File: src/hw/rtl/oflt_pkg.sv
// Package: character codes, line mode and number phase codes for the OBJ face triangulator.
`timescale 1ns / 1ps

package oflt_pkg;

    // Default width of a vertex index magnitude
    localparam int INDEX_BITS_DEFAULT = 20;

    // Characters of interest
    localparam logic [7:0] CHAR_V     = 8'h76;  // 'v'
    localparam logic [7:0] CHAR_F     = 8'h66;  // 'f'
    localparam logic [7:0] CHAR_SLASH = 8'h2F;  // '/'
    localparam logic [7:0] CHAR_SPACE = 8'h20;  // ' '
    localparam logic [7:0] CHAR_NL    = 8'h0A;  // newline
    localparam logic [7:0] CHAR_TAB   = 8'h09;  // first of tab, LF, VT, FF, CR
    localparam logic [7:0] CHAR_CR    = 8'h0D;  // last of that range
    localparam logic [7:0] CHAR_PLUS  = 8'h2B;  // '+'
    localparam logic [7:0] CHAR_MINUS = 8'h2D;  // '-'
    localparam logic [7:0] CHAR_0     = 8'h30;  // '0'
    localparam logic [7:0] CHAR_9     = 8'h39;  // '9'

    // Line mode codes
    localparam logic [2:0] MODE_LINE     = 3'd0;
    localparam logic [2:0] MODE_VSEEN    = 3'd1;
    localparam logic [2:0] MODE_VERTEX   = 3'd2;
    localparam logic [2:0] MODE_SKIP     = 3'd3;
    localparam logic [2:0] MODE_FACE     = 3'd4;
    localparam logic [2:0] MODE_FACE_GAP = 3'd5;

    // Number decoder phases
    localparam logic [1:0] PHASE_LEAD   = 2'd0;
    localparam logic [1:0] PHASE_DIGITS = 2'd1;
    localparam logic [1:0] PHASE_DONE   = 2'd2;

endpackage

File: src/hw/rtl/obj_face_line_triangulator.sv
// Top level: OBJ text byte stream in, fan-triangulated face corner indices out.
`timescale 1ns / 1ps

// Channel   Dir  Beat contents
// s_axis    in   tdata[7:0] = text_byte
// m_axis    out  tdata = corner_a, corner_b, corner_c (low to high); tlast = last_of_run
//
// One text byte is taken every cycle while s_axis_tready is high; the line parser updates its
// registers in a single pass. A face line ending in three tokens gives one output beat, four or
// more give two beats. Finished faces wait in a two-entry queue; s_axis_tready drops only while
// both entries are occupied. Synchronous active-low reset clears the control state; the stored
// token indices are not reset and need no clearing pass.

module obj_face_line_triangulator #(
    parameter int INDEX_BITS = oflt_pkg::INDEX_BITS_DEFAULT,
    localparam int CW        = INDEX_BITS + 2,
    localparam int TDATA_W   = ((3 * CW + 7) / 8) * 8
) (
    input  logic               aclk,
    input  logic               aresetn,
    input  logic               s_axis_tvalid,
    output logic               s_axis_tready,
    input  logic [7:0]         s_axis_tdata,   // [7:0] text_byte
    output logic               m_axis_tvalid,
    input  logic               m_axis_tready,
    output logic [TDATA_W-1:0] m_axis_tdata,   // corner_a, corner_b, corner_c, zero pad
    output logic               m_axis_tlast
);

    localparam int VW = INDEX_BITS + 1;       // magnitude / kept index width
    localparam int PW = INDEX_BITS + 5;       // width of magnitude * 10 + digit
    localparam logic [PW-1:0] LIMIT_W = PW'(1) << INDEX_BITS;
    localparam logic [VW-1:0] MAX_POS = (VW'(1) << INDEX_BITS) - VW'(1);

    typedef struct packed {
        logic          two;
        logic [CW-1:0] a;
        logic [CW-1:0] b;
        logic [CW-1:0] c;
        logic [CW-1:0] d;
    } face_rec_t;

    // Parser state
    logic [2:0]    mode_reg,     mode_next;
    logic          tstart_reg,   tstart_next;
    logic          slash_reg,    slash_next;
    logic          nonempty_reg, nonempty_next;
    logic [VW-1:0] val_reg,      val_next;
    logic [1:0]    phase_reg,    phase_next;
    logic          neg_reg,      neg_next;
    logic [2:0]    tcount_reg,   tcount_next;
    logic [VW-1:0] kept_reg [4];
    logic [VW-1:0] kept_next [4];

    // Output queue
    face_rec_t     rec_reg [2];
    face_rec_t     rec_new;
    logic [1:0]    qcount_reg;
    logic          second_reg;

    logic [7:0]    ch;
    logic          in_beat;
    logic          emit;
    logic          feed_en;
    logic          keep_en;
    logic [VW-1:0] keep_val;
    logic [VW-1:0] tok_val;
    logic [PW-1:0] prod;
    logic          out_beat;
    logic          pop;
    logic          push;

    assign ch       = s_axis_tdata;
    assign in_beat  = s_axis_tvalid && s_axis_tready;
    assign s_axis_tready = (qcount_reg != 2'd2);

    // Saturated value of the current token
    assign tok_val = neg_reg ? (VW'(0) - val_reg) : (val_reg[INDEX_BITS] ? MAX_POS : val_reg);

    // Decimal accumulate: value * 10 + digit
    assign prod = (PW'(val_reg) << 3) + (PW'(val_reg) << 1) + PW'(ch - oflt_pkg::CHAR_0);

    // Line parser next state
    always_comb begin
        mode_next     = mode_reg;
        tstart_next   = tstart_reg;
        slash_next    = slash_reg;
        nonempty_next = nonempty_reg;
        val_next      = val_reg;
        phase_next    = phase_reg;
        neg_next      = neg_reg;
        tcount_next   = tcount_reg;
        for (int i = 0; i < 4; i++) kept_next[i] = kept_reg[i];
        emit     = 1'b0;
        feed_en  = 1'b0;
        keep_en  = 1'b0;
        keep_val = tok_val;

        case (mode_reg)
            oflt_pkg::MODE_VSEEN: begin
                mode_next = (ch == oflt_pkg::CHAR_SPACE) ? oflt_pkg::MODE_VERTEX
                                                         : oflt_pkg::MODE_LINE;
            end
            oflt_pkg::MODE_VERTEX, oflt_pkg::MODE_SKIP: begin
                if (ch == oflt_pkg::CHAR_NL) mode_next = oflt_pkg::MODE_LINE;
            end
            oflt_pkg::MODE_FACE_GAP, oflt_pkg::MODE_FACE: begin
                if (ch == oflt_pkg::CHAR_NL) begin
                    // end of line: only a face proper closes a token and emits
                    if (mode_reg == oflt_pkg::MODE_FACE) begin
                        keep_en = nonempty_reg && (tok_val != '0);
                        emit    = 1'b1;
                    end
                    mode_next = oflt_pkg::MODE_LINE;
                end else if (ch == oflt_pkg::CHAR_SPACE &&
                             (mode_reg == oflt_pkg::MODE_FACE_GAP || tstart_reg)) begin
                    slash_next = 1'b0;
                    mode_next  = oflt_pkg::MODE_FACE_GAP;
                end else begin
                    // token body
                    mode_next   = oflt_pkg::MODE_FACE;
                    tstart_next = 1'b0;
                    if (ch == oflt_pkg::CHAR_SPACE && nonempty_reg) begin
                        keep_en       = 1'b1;
                        slash_next    = 1'b0;
                        nonempty_next = 1'b0;
                        val_next      = '0;
                        phase_next    = oflt_pkg::PHASE_LEAD;
                        neg_next      = 1'b0;
                        tstart_next   = 1'b1;
                    end else if (ch == oflt_pkg::CHAR_SLASH) begin
                        slash_next = 1'b1;
                    end else if (!slash_next && ch != oflt_pkg::CHAR_SPACE) begin
                        nonempty_next = 1'b1;
                        feed_en       = 1'b1;
                    end
                end
            end
            default: begin
                if (ch == oflt_pkg::CHAR_V) begin
                    mode_next = oflt_pkg::MODE_VSEEN;
                end else if (ch == oflt_pkg::CHAR_F) begin
                    mode_next     = oflt_pkg::MODE_FACE;
                    tstart_next   = 1'b1;
                    slash_next    = 1'b0;
                    nonempty_next = 1'b0;
                    val_next      = '0;
                    phase_next    = oflt_pkg::PHASE_LEAD;
                    neg_next      = 1'b0;
                    tcount_next   = '0;
                end else if (ch == oflt_pkg::CHAR_NL) begin
                    mode_next = oflt_pkg::MODE_LINE;
                end else begin
                    mode_next = oflt_pkg::MODE_SKIP;
                end
            end
        endcase

        // number decoder (atoi-like)
        if (feed_en) begin
            if (phase_reg == oflt_pkg::PHASE_LEAD &&
                (ch == oflt_pkg::CHAR_SPACE ||
                 ch inside {[oflt_pkg::CHAR_TAB:oflt_pkg::CHAR_CR]})) begin
                phase_next = phase_reg;
            end else if (phase_reg == oflt_pkg::PHASE_LEAD && ch == oflt_pkg::CHAR_PLUS) begin
                phase_next = oflt_pkg::PHASE_DIGITS;
            end else if (phase_reg == oflt_pkg::PHASE_LEAD && ch == oflt_pkg::CHAR_MINUS) begin
                neg_next   = 1'b1;
                phase_next = oflt_pkg::PHASE_DIGITS;
            end else if (phase_reg == oflt_pkg::PHASE_LEAD ||
                         phase_reg == oflt_pkg::PHASE_DIGITS) begin
                if (ch inside {[oflt_pkg::CHAR_0:oflt_pkg::CHAR_9]}) begin
                    val_next   = (prod > LIMIT_W) ? VW'(LIMIT_W) : VW'(prod);
                    phase_next = oflt_pkg::PHASE_DIGITS;
                end else begin
                    phase_next = oflt_pkg::PHASE_DONE;
                end
            end
        end

        // store a finished token, up to four
        if (keep_en && tcount_reg < 3'd4) begin
            kept_next[tcount_reg[1:0]] = keep_val;
            tcount_next                = tcount_reg + 3'd1;
        end
    end

    // Face record from the indices as they stand after this byte
    always_comb begin
        rec_new.two = (tcount_next >= 3'd4);
        rec_new.a   = {kept_next[0][VW-1], kept_next[0]} - CW'(1);
        rec_new.b   = {kept_next[1][VW-1], kept_next[1]} - CW'(1);
        rec_new.c   = {kept_next[2][VW-1], kept_next[2]} - CW'(1);
        rec_new.d   = {kept_next[3][VW-1], kept_next[3]} - CW'(1);
    end

    assign push = in_beat && emit && (tcount_next >= 3'd3);

    // Parser registers
    always_ff @(posedge aclk) begin
        if (!aresetn) begin
            mode_reg     <= oflt_pkg::MODE_LINE;
            tstart_reg   <= 1'b1;
            slash_reg    <= 1'b0;
            nonempty_reg <= 1'b0;
            val_reg      <= '0;
            phase_reg    <= oflt_pkg::PHASE_LEAD;
            neg_reg      <= 1'b0;
            tcount_reg   <= '0;
        end else if (in_beat) begin
            mode_reg     <= mode_next;
            tstart_reg   <= tstart_next;
            slash_reg    <= slash_next;
            nonempty_reg <= nonempty_next;
            val_reg      <= val_next;
            phase_reg    <= phase_next;
            neg_reg      <= neg_next;
            tcount_reg   <= tcount_next;
        end
    end

    // Kept indices, no reset
    always_ff @(posedge aclk) begin
        if (in_beat) begin
            for (int i = 0; i < 4; i++) kept_reg[i] <= kept_next[i];
        end
    end

    // Output side: head record gives one or two beats
    assign m_axis_tvalid = (qcount_reg != 2'd0);
    assign out_beat      = m_axis_tvalid && m_axis_tready;
    assign m_axis_tlast  = second_reg || !rec_reg[0].two;
    assign pop           = out_beat && m_axis_tlast;
    assign m_axis_tdata  = TDATA_W'({(second_reg ? rec_reg[0].d : rec_reg[0].c),
                                     (second_reg ? rec_reg[0].c : rec_reg[0].b),
                                     rec_reg[0].a});

    // Queue control
    always_ff @(posedge aclk) begin
        if (!aresetn) begin
            qcount_reg <= '0;
            second_reg <= 1'b0;
        end else begin
            if (push && !pop)      qcount_reg <= qcount_reg + 2'd1;
            else if (pop && !push) qcount_reg <= qcount_reg - 2'd1;
            if (pop)           second_reg <= 1'b0;
            else if (out_beat) second_reg <= 1'b1;
        end
    end

    // Queue payload
    always_ff @(posedge aclk) begin
        if (pop) begin
            rec_reg[0] <= (push && qcount_reg == 2'd1) ? rec_new : rec_reg[1];
            if (push) rec_reg[1] <= rec_new;
        end else if (push) begin
            if (qcount_reg == 2'd0) rec_reg[0] <= rec_new;
            else                    rec_reg[1] <= rec_new;
        end
    end

endmodule

File: config.mk
export PLATFORM = sky130hd
export DESIGN_NAME = obj_face_line_triangulator
export DESIGN_NICKNAME = d
export VERILOG_FILES = /design/src/hw/rtl/oflt_pkg.sv /design/src/hw/rtl/obj_face_line_triangulator.sv
export SDC_FILE = /design/constraint.sdc
export NUM_CORES = 1
export LEC_CHECK = 0
export BUFFER_PORTS_ARGS = -buffer_cell sky130_fd_sc_hd__buf_2
export CAP_MARGIN = 0
export CORE_MARGIN = 10
export CORE_UTILIZATION = 58
export DETAILED_ROUTE_END_ITERATION = 7
export PLACE_DENSITY = 0.76
export SYNTH_ARGS = -nofsm -noshare
export SYNTH_HDL_FRONTEND = slang
export SYNTH_SLANG_ARGS = --single-unit
export TNS_END_PERCENT = 10
File: constraint.sdc
create_clock -name aclk -period 11.3 [get_ports aclk]
set_clock_uncertainty 0.05 [all_clocks]
set_input_delay 0.565 -clock aclk [delete_from_list [all_inputs] [get_ports aclk]]
set_output_delay 0.565 -clock aclk [all_outputs]
set_load 0.01 [all_outputs]
==> summary.md, run 1 <==
| Metric | Value |
|---|---|
| Crit Path Category | `flop to flop` |
| Worst Path Max Fanout | `between 50 and 60` |
| Final ANT Viol Nets | `0` |
| Vias | `13522` |
| Detailed placement HPWL | `34270 um` |
| PostCTS Resize Cnt | `0` |
| Aggregate global routing overflow | `0` |
| Crit. End Element | `flop` |
| Status | `finished, final reports clean` |
| Most used flip-flop cell after synthesis | `edfxtp_1` |
| RSZ-0062 raised after global routing | `no` |
| Cells after Synth | `1721` |
| FF+latch count, synth | `between 200 and 300` |
| Syn. warnings | `0` |
| CTS tree | `yes` |
| Final Instance Area | `19740 um2` |
| Initial antenna violation count | `0` |
| Slew Limit Fails | `0` |
| Post-synthesis sequential area ratio | `between 40% and 50%` |
| Routed len/inst | `21.77 um` |
| Pre-antenna DRT Iters | `6` |
| Synth async-reset ratio | `0%` |
| Area of the multi-input gates | `8731 um2` |
| Starting density of the core | `59.15%` |
| Final Hold Vio Count | `0` |
| Ranking of synthesized cells by area | `edfxtp_1, mux2_2, dfxtp_1` |
| Worst VDD drop | `about 0.09 mV` |
| Core area | `30830 um2` |
| Area grow syn2layout | `8.227%` |
| Root Driver | `clkbuf_16` |
| Initial DRC count | `1298` |
| Endpoints failing setup | `0` |
| Reg area | `8589 um2` |
| CTS Buf Count | `30` |
| Worst min path class | `primary input to flop` |
| # Post-CTS Setup Buffers | `0` |
| Syn Std Cell Area | `18230 um2` |
| Slew Limit Headroom | `between 10% and 20%` |
| Antenna cells | `0` |
| Worst-Margin Slew | `1217 ps` |
| Share of the clock period used by the worst path | `58.84%` |
| Filler Cell Count | `2436` |
| Layout Nets | `approximately 1800` |
| Chip Width | `197.3 um` |
| Placed inst area | `18770 um2` |
| Leakage | `0.006583 uW` |
| Worst-path clk slew | `roughly 70 ps` |
| Total Die Area | `38930 um2` |
| Drt total wl | `47250 um` |
| Final Core Density | `64.01%` |
| GPL Wtd Cong | `around 0.97` |
| Tmin final | `~6600 ps` |
| Post-synth EDFFs | `262` |
| Max clock buf depth | `3` |
| DR vias/cell | `about 6.2` |
| Clock Sinks | `298` |
| Cell area power density | `113.1 nW/um2` |
| Max reg flops | `178` |
| Port bufs | `80` |
| Setup TNS | `0 ps` |
| # hold bufs at CTS | `0` |
| Area leader, netlist | `edfxtp_1` |
| DRC errors left | `0` |
| Largest net degree at the start of global routing | `76` |
| Crit path DAT | `6900 ps` |
| Total I/O pin count | `87` |
| Site Rows | `64` |
| First-pass GRT wire length | `74750 um` |
| CTS H-tree depth | `1` |
| Worst skew pair latency | `560 ps` |
| Share of post-route cells with drive strength above 1 | `between 15 and 20%` |
| GRT Overall Usage | `a little under a quarter` |
| Top-area cell type share of the netlist area | `43.15%` |
| Die H | `197.3 um` |
| Maxcap violations | `0` |
| Vias in the first global route | `13373` |
| Synth Area per Inst | `10.60 um2` |
| Worst reg-to-reg path cell count | `18` |
| Startpoint Class | `flop` |
| Max frequency | `roughly 150 MHz` |
| Synth unique cells | `91` |
| Hold Path Stages | `3` |
| Required time worst endpoint | `11550 ps` |
## cells in the final DEF (no fill, tap or decap), types with 31 or more instances in the layout
cell         n
nand3_1     43
edfxtp_1   262
clkbuf_16   31
inv_1      104
o21ai_0    111
nor3_1      46
dfxtp_1     35
xnor2_1     77
nor2_1     115
mux2_2     117
buf_2       80
nand2_1    140
ha_1        45
a21oi_1     88
## power by group
| group | leakage (uW) | total (uW) | switching [uW] | internal (uW) |
|---|---|---|---|---|
| combinational | 0.00393 | 61.3 | 41.5 | 19.8 |
| sequential | 0.00218 | 1190 | 1.28 | 1190 |
| clock | 0.000472 | 985 | 418 | 567 |
## Yosys cell counts (22+ instances only)
cell,number
buf_2,25
nor2_1,115
ha_1,45
o21ai_0,111
mux2i_1,24
clkbuf_1,43
nor3_1,47
dfxtp_1,36
a21oi_1,90
nand3_1,43
xor2_1,28
nand2_1,141
inv_1,105
mux2_2,117
a31oi_1,22
xnor2_1,77
buf_4,28
edfxtp_1,262
## logic make-up after synthesis
group	Yosys count	synth area share, %
XOR/XNOR	105	5.043
multiplexers	156	9.778
buffers and inverters	213	5.421
adder cells (fa/ha/maj)	65	5.283
AND/OR/NAND/NOR	519	14.62
AO/OA/AOI/OAI	364	12.74
other	1	0.02056
flip-flops	298	47.10
## path summary, 6_finish.rpt
check | endpoint | start | slack [ps]
worst min register to register | phase_reg[0] | phase_reg[0] | 440
worst min-delay path | val_reg[0] | s_axis_tdata[0] | 330
worst max-delay path | rec_reg[0][86] | neg_reg | 4650
worst max register to register | rec_reg[0][86] | neg_reg | 4650
## layout make-up
cell class / instances / area share (%)
Clock buffer: 36 / 4.026
Clock inverter: 19 / 0.8686
Inverter: 105 / 2.003
Multi-Input combinational cell: 1215 / 44.24
Sequential cell: 298 / 43.52
Tap cell: 396 / 2.511
Timing Repair Buffer: 101 / 2.828
## metal layers
metal / vias to the layer above / global-route usage (%) / share of wire (%)
li1: 6359 / - / -
met1: 6442 / 30.69 / 41
met4: 0 / 9.969 / 4.1
met3: 107 / 2.828 / 6.9
met5: - / 0 / 0
met2: 614 / 39.98 / 48
## critical path: stages, from the launching register on
cell      delay (ps)
dfxtp_1          300
buf_4            240
or2_1            530
o22ai_1          720
nand4_4          230
a211oi_2         680
nand4_1          500
o211ai_1         310
buf_4            490
o21ai_0          240
inv_1            120
ha_1             390
nand3_1          190
nor2_1           200
nand2_1          150
or4_1            440
o22ai_1          180
xnor2_1          110
mux2_4           290
## per-stage QoR
stage | power, uW | hold WS (ps) | setup slack, ps | cells
floorplan | 1255 | 402.4 | 3019 | 1726
global placement | 1269 | 420.0 | 5095 | 2115
detailed placement | 1270 | 423.1 | 4842 | 2115
CTS | 2244 | 311.4 | 4795 | 2170
global route | 2287 | 331.6 | 4176 | 2170
finish | 2233 | 331.0 | 4651 | 2170
Note: power is estimated with default switching activity, not from simulation.
==> inputs of run 2 (changes only) <==
Clock period 11.3 ns to 6.2 ns, I/O delays scaled along.
==> summary.md, run 2 (synthesized netlist as in run 1, its figures left out) <==
| Metric | Value |
|---|---|
| Most frequent cells in the layout | `edfxtp_1, nand2_1, mux2_2 (unchanged)` |
| Site Rows | `64 (unchanged)` |
| Crit Path Category | `flop to flop (unchanged)` |
| DR vias/cell | `6.293 (was 6.231)` |
| Worst-Margin Slew | `1150 ps (was 1217 ps)` |
| # Post-CTS Setup Buffers | `0 (unchanged)` |
| Share of the clock period used by the worst path | `92.49% (was 58.84%)` |
| Starting density of the core | `59.15% (unchanged)` |
| Required time worst endpoint | `6450 ps (was 11550 ps)` |
| Final Total Pwr | `4128 uW (was 2233 uW)` |
| Startpoint Class | `flop (unchanged)` |
| Worst-path clk slew | `60 ps (was 70 ps)` |
| Worst skew pair latency | `570 ps (was 560 ps)` |
| Filler Cell Count | `2414 (was 2436)` |
| Slew Limit Fails | `0 (unchanged)` |
| Final Core Density | `64.79% (was 64.01%)` |
| DRC errors left | `0 (unchanged)` |
| Worst min path class | `primary input to flop (unchanged)` |
| GRT Overall Usage | `23.92% (was 23.81%)` |
| Max frequency | `174.4 MHz (was 150.4 MHz)` |
| Crit path DAT | `5990 ps (was 6900 ps)` |
| Area grow syn2layout | `9.544% (was 8.227%)` |
| Worst path max stage delay | `650 ps (was 720 ps)` |
| First-pass GRT wire length | `74790 um (was 74750 um)` |
| Pre-antenna DRT Iters | `6 (unchanged)` |
| Crit. End Element | `flop (unchanged)` |
| Cell area power density | `206.7 nW/um2 (was 113.1 nW/um2)` |
| # hold bufs at CTS | `0 (unchanged)` |
| Worst VDD drop | `0.1701 mV (was 0.08989 mV)` |
| Maxcap violations | `0 (unchanged)` |
| Initial antenna violation count | `0 (unchanged)` |
| Leakage | `0.006693 uW (was 0.006583 uW)` |
| Total I/O pin count | `87 (unchanged)` |
| Setup TNS | `0 ps (unchanged)` |
| Slew Limit Headroom | `23.33% (was 18.50%)` |
| CTS H-tree depth | `1 (unchanged)` |
| Port bufs | `80 (unchanged)` |
| Worst path cell trace | `inv_1 -> ha_1 -> or4b_1 -> nor3_1 -> nor3_1 -> nor4_2 -> nand4_1 -> buf_4 -> o211ai_2 -> buf_4 -> o21a_1 -> ha_1 -> nand2_1 -> or2_2 -> nor2_1 -> nand2_1 -> nor4_1 -> a31oi_1 -> xnor2_1 -> mux2_2 (was buf_4 -> or2_1 -> o22ai_1 -> nand4_4 -> a211oi_2 -> nand4_1 -> o211ai_1 -> buf_4 -> o21ai_0 -> inv_1 -> ha_1 -> nand3_1 -> nor2_1 -> nand2_1 -> or4_1 -> o22ai_1 -> xnor2_1 -> mux2_4)` |
| Commonest non-fill, non-tap cell in the layout | `edfxtp_1 (unchanged)` |
| Crit-path slowest cell | `or4b_1 (was o22ai_1)` |
| Clock Sinks | `298 (unchanged)` |
| Hold Path Stages | `3 (unchanged)` |
| Vias | `13781 (was 13522)` |
| Aggregate global routing overflow | `0 (unchanged)` |
| Kind of cell adding the most delay to the critical path | `simple AND/OR/NAND/NOR gates (unchanged)` |
| Vias in the first global route | `13309 (was 13373)` |
| Antenna cells | `0 (unchanged)` |
| PostCTS Resize Cnt | `0 (unchanged)` |
| Total Die Area | `38930 um2 (unchanged)` |
| Flop-to-flop setup slack | `470 ps (was 4650 ps)` |
| CTS tree | `yes (unchanged)` |
| Drt total wl | `47460 um (was 47250 um)` |
| Root Driver | `clkbuf_16 (unchanged)` |
| Initial DRC count | `1375 (was 1298)` |
| Worst reg-to-reg path cell count | `20 (was 18)` |
| CTS Buf Count | `30 (unchanged)` |
| GPL Wtd Cong | `0.9944 (was 0.9699)` |
| Detailed placement HPWL | `34940 um (was 34270 um)` |
| Final ANT Viol Nets | `0 (unchanged)` |
| Worst Path Max Fanout | `17 (was 58)` |
| Tmin final | `5734 ps (was 6649 ps)` |
| Area of the multi-input gates | `8737 um2 (was 8731 um2)` |
| Chip Width | `197.3 um (unchanged)` |
| RSZ-0062 raised after global routing | `no (unchanged)` |
| Die H | `197.3 um (unchanged)` |
| WP depth | `20 (was 18)` |
| Routed len/inst | `21.67 um (was 21.77 um)` |
| Placed inst area | `18970 um2 (was 18770 um2)` |
| Core area | `30830 um2 (unchanged)` |
| Largest net degree at the start of global routing | `84 (was 76)` |
| Final Instance Area | `19980 um2 (was 19740 um2)` |
| Status | `finished, final reports clean (unchanged)` |
| Layout Nets | `1847 (was 1828)` |
| Reg area | `8589 um2 (unchanged)` |
| Final Hold Vio Count | `0 (unchanged)` |
| Max reg flops | `178 (unchanged)` |
| Worst path bufs/invs | `3 (unchanged)` |
| Share of post-route cells with drive strength above 1 | `18.73% (was 17.59%)` |
| Max clock buf depth | `3 (unchanged)` |
| Endpoints failing setup | `0 (unchanged)` |
[run 2: changes by cell type in the layout (fill, tap and decap cells not counted), moves of 2 or more]
| cell | change |
|---|---|
| clkinvlp_4 | +3 |
| buf_4 | +15 |
| clkinv_2 | -5 |
| clkbuf_1 | -4 |
| inv_6 | +2 |
| clkinv_4 | +3 |
| buf_12 | +4 |
[run 2: per-layer routing]
metal,up-vias,wire [um],track usage (%)
met5,-,0,0
met4,0,1821,8.915
met3,124,3711,3.543
met2,666,22590,39.94
met1,6588,19340,30.99
li1,6403,-,-
[run 2: final timing paths]
path / startpoint / end
worst max-delay path: val_reg[0] / rec_reg[0][40]
worst min-delay path: s_axis_tdata[0] / val_reg[0]
worst max register to register: val_reg[0] / rec_reg[0][40]
worst min register to register: phase_reg[0] / phase_reg[0]
[run 2: cell type report]
class,instances,area share [%]
Multi-Input combinational cell,1215,43.74
Sequential cell,298,43.00
Clock buffer,32,3.902
Timing Repair Buffer,120,3.758
Tap cell,396,2.480
Inverter,105,1.979
Clock inverter,24,1.140
[run 2: worst min-delay path, cell delays in order]
cell,delay [ps]
buf_2,150
nand4_1,80
a21boi_0,80
[run 2: report_power, final]
group          total [uW]  switching [uW]  leakage (uW)  internal (uW)
combinational         113            76.8       0.00404           36.7
clock                1850             809      0.000477           1040
sequential           2160            2.18       0.00218           2160
total                4130             888       0.00669           3240
[run 2: metrics by stage]
stage	hold slack (ps)	std cells	worst slack (ps)
after CTS	63.63	2190	561.9
after detailed placement	429.7	2134	573.8
after global placement	421.2	2134	833.6
after floorplan	402.4	1726	-6.138
final	65.41	2190	465.6
after global routing	85.91	2190	138.7
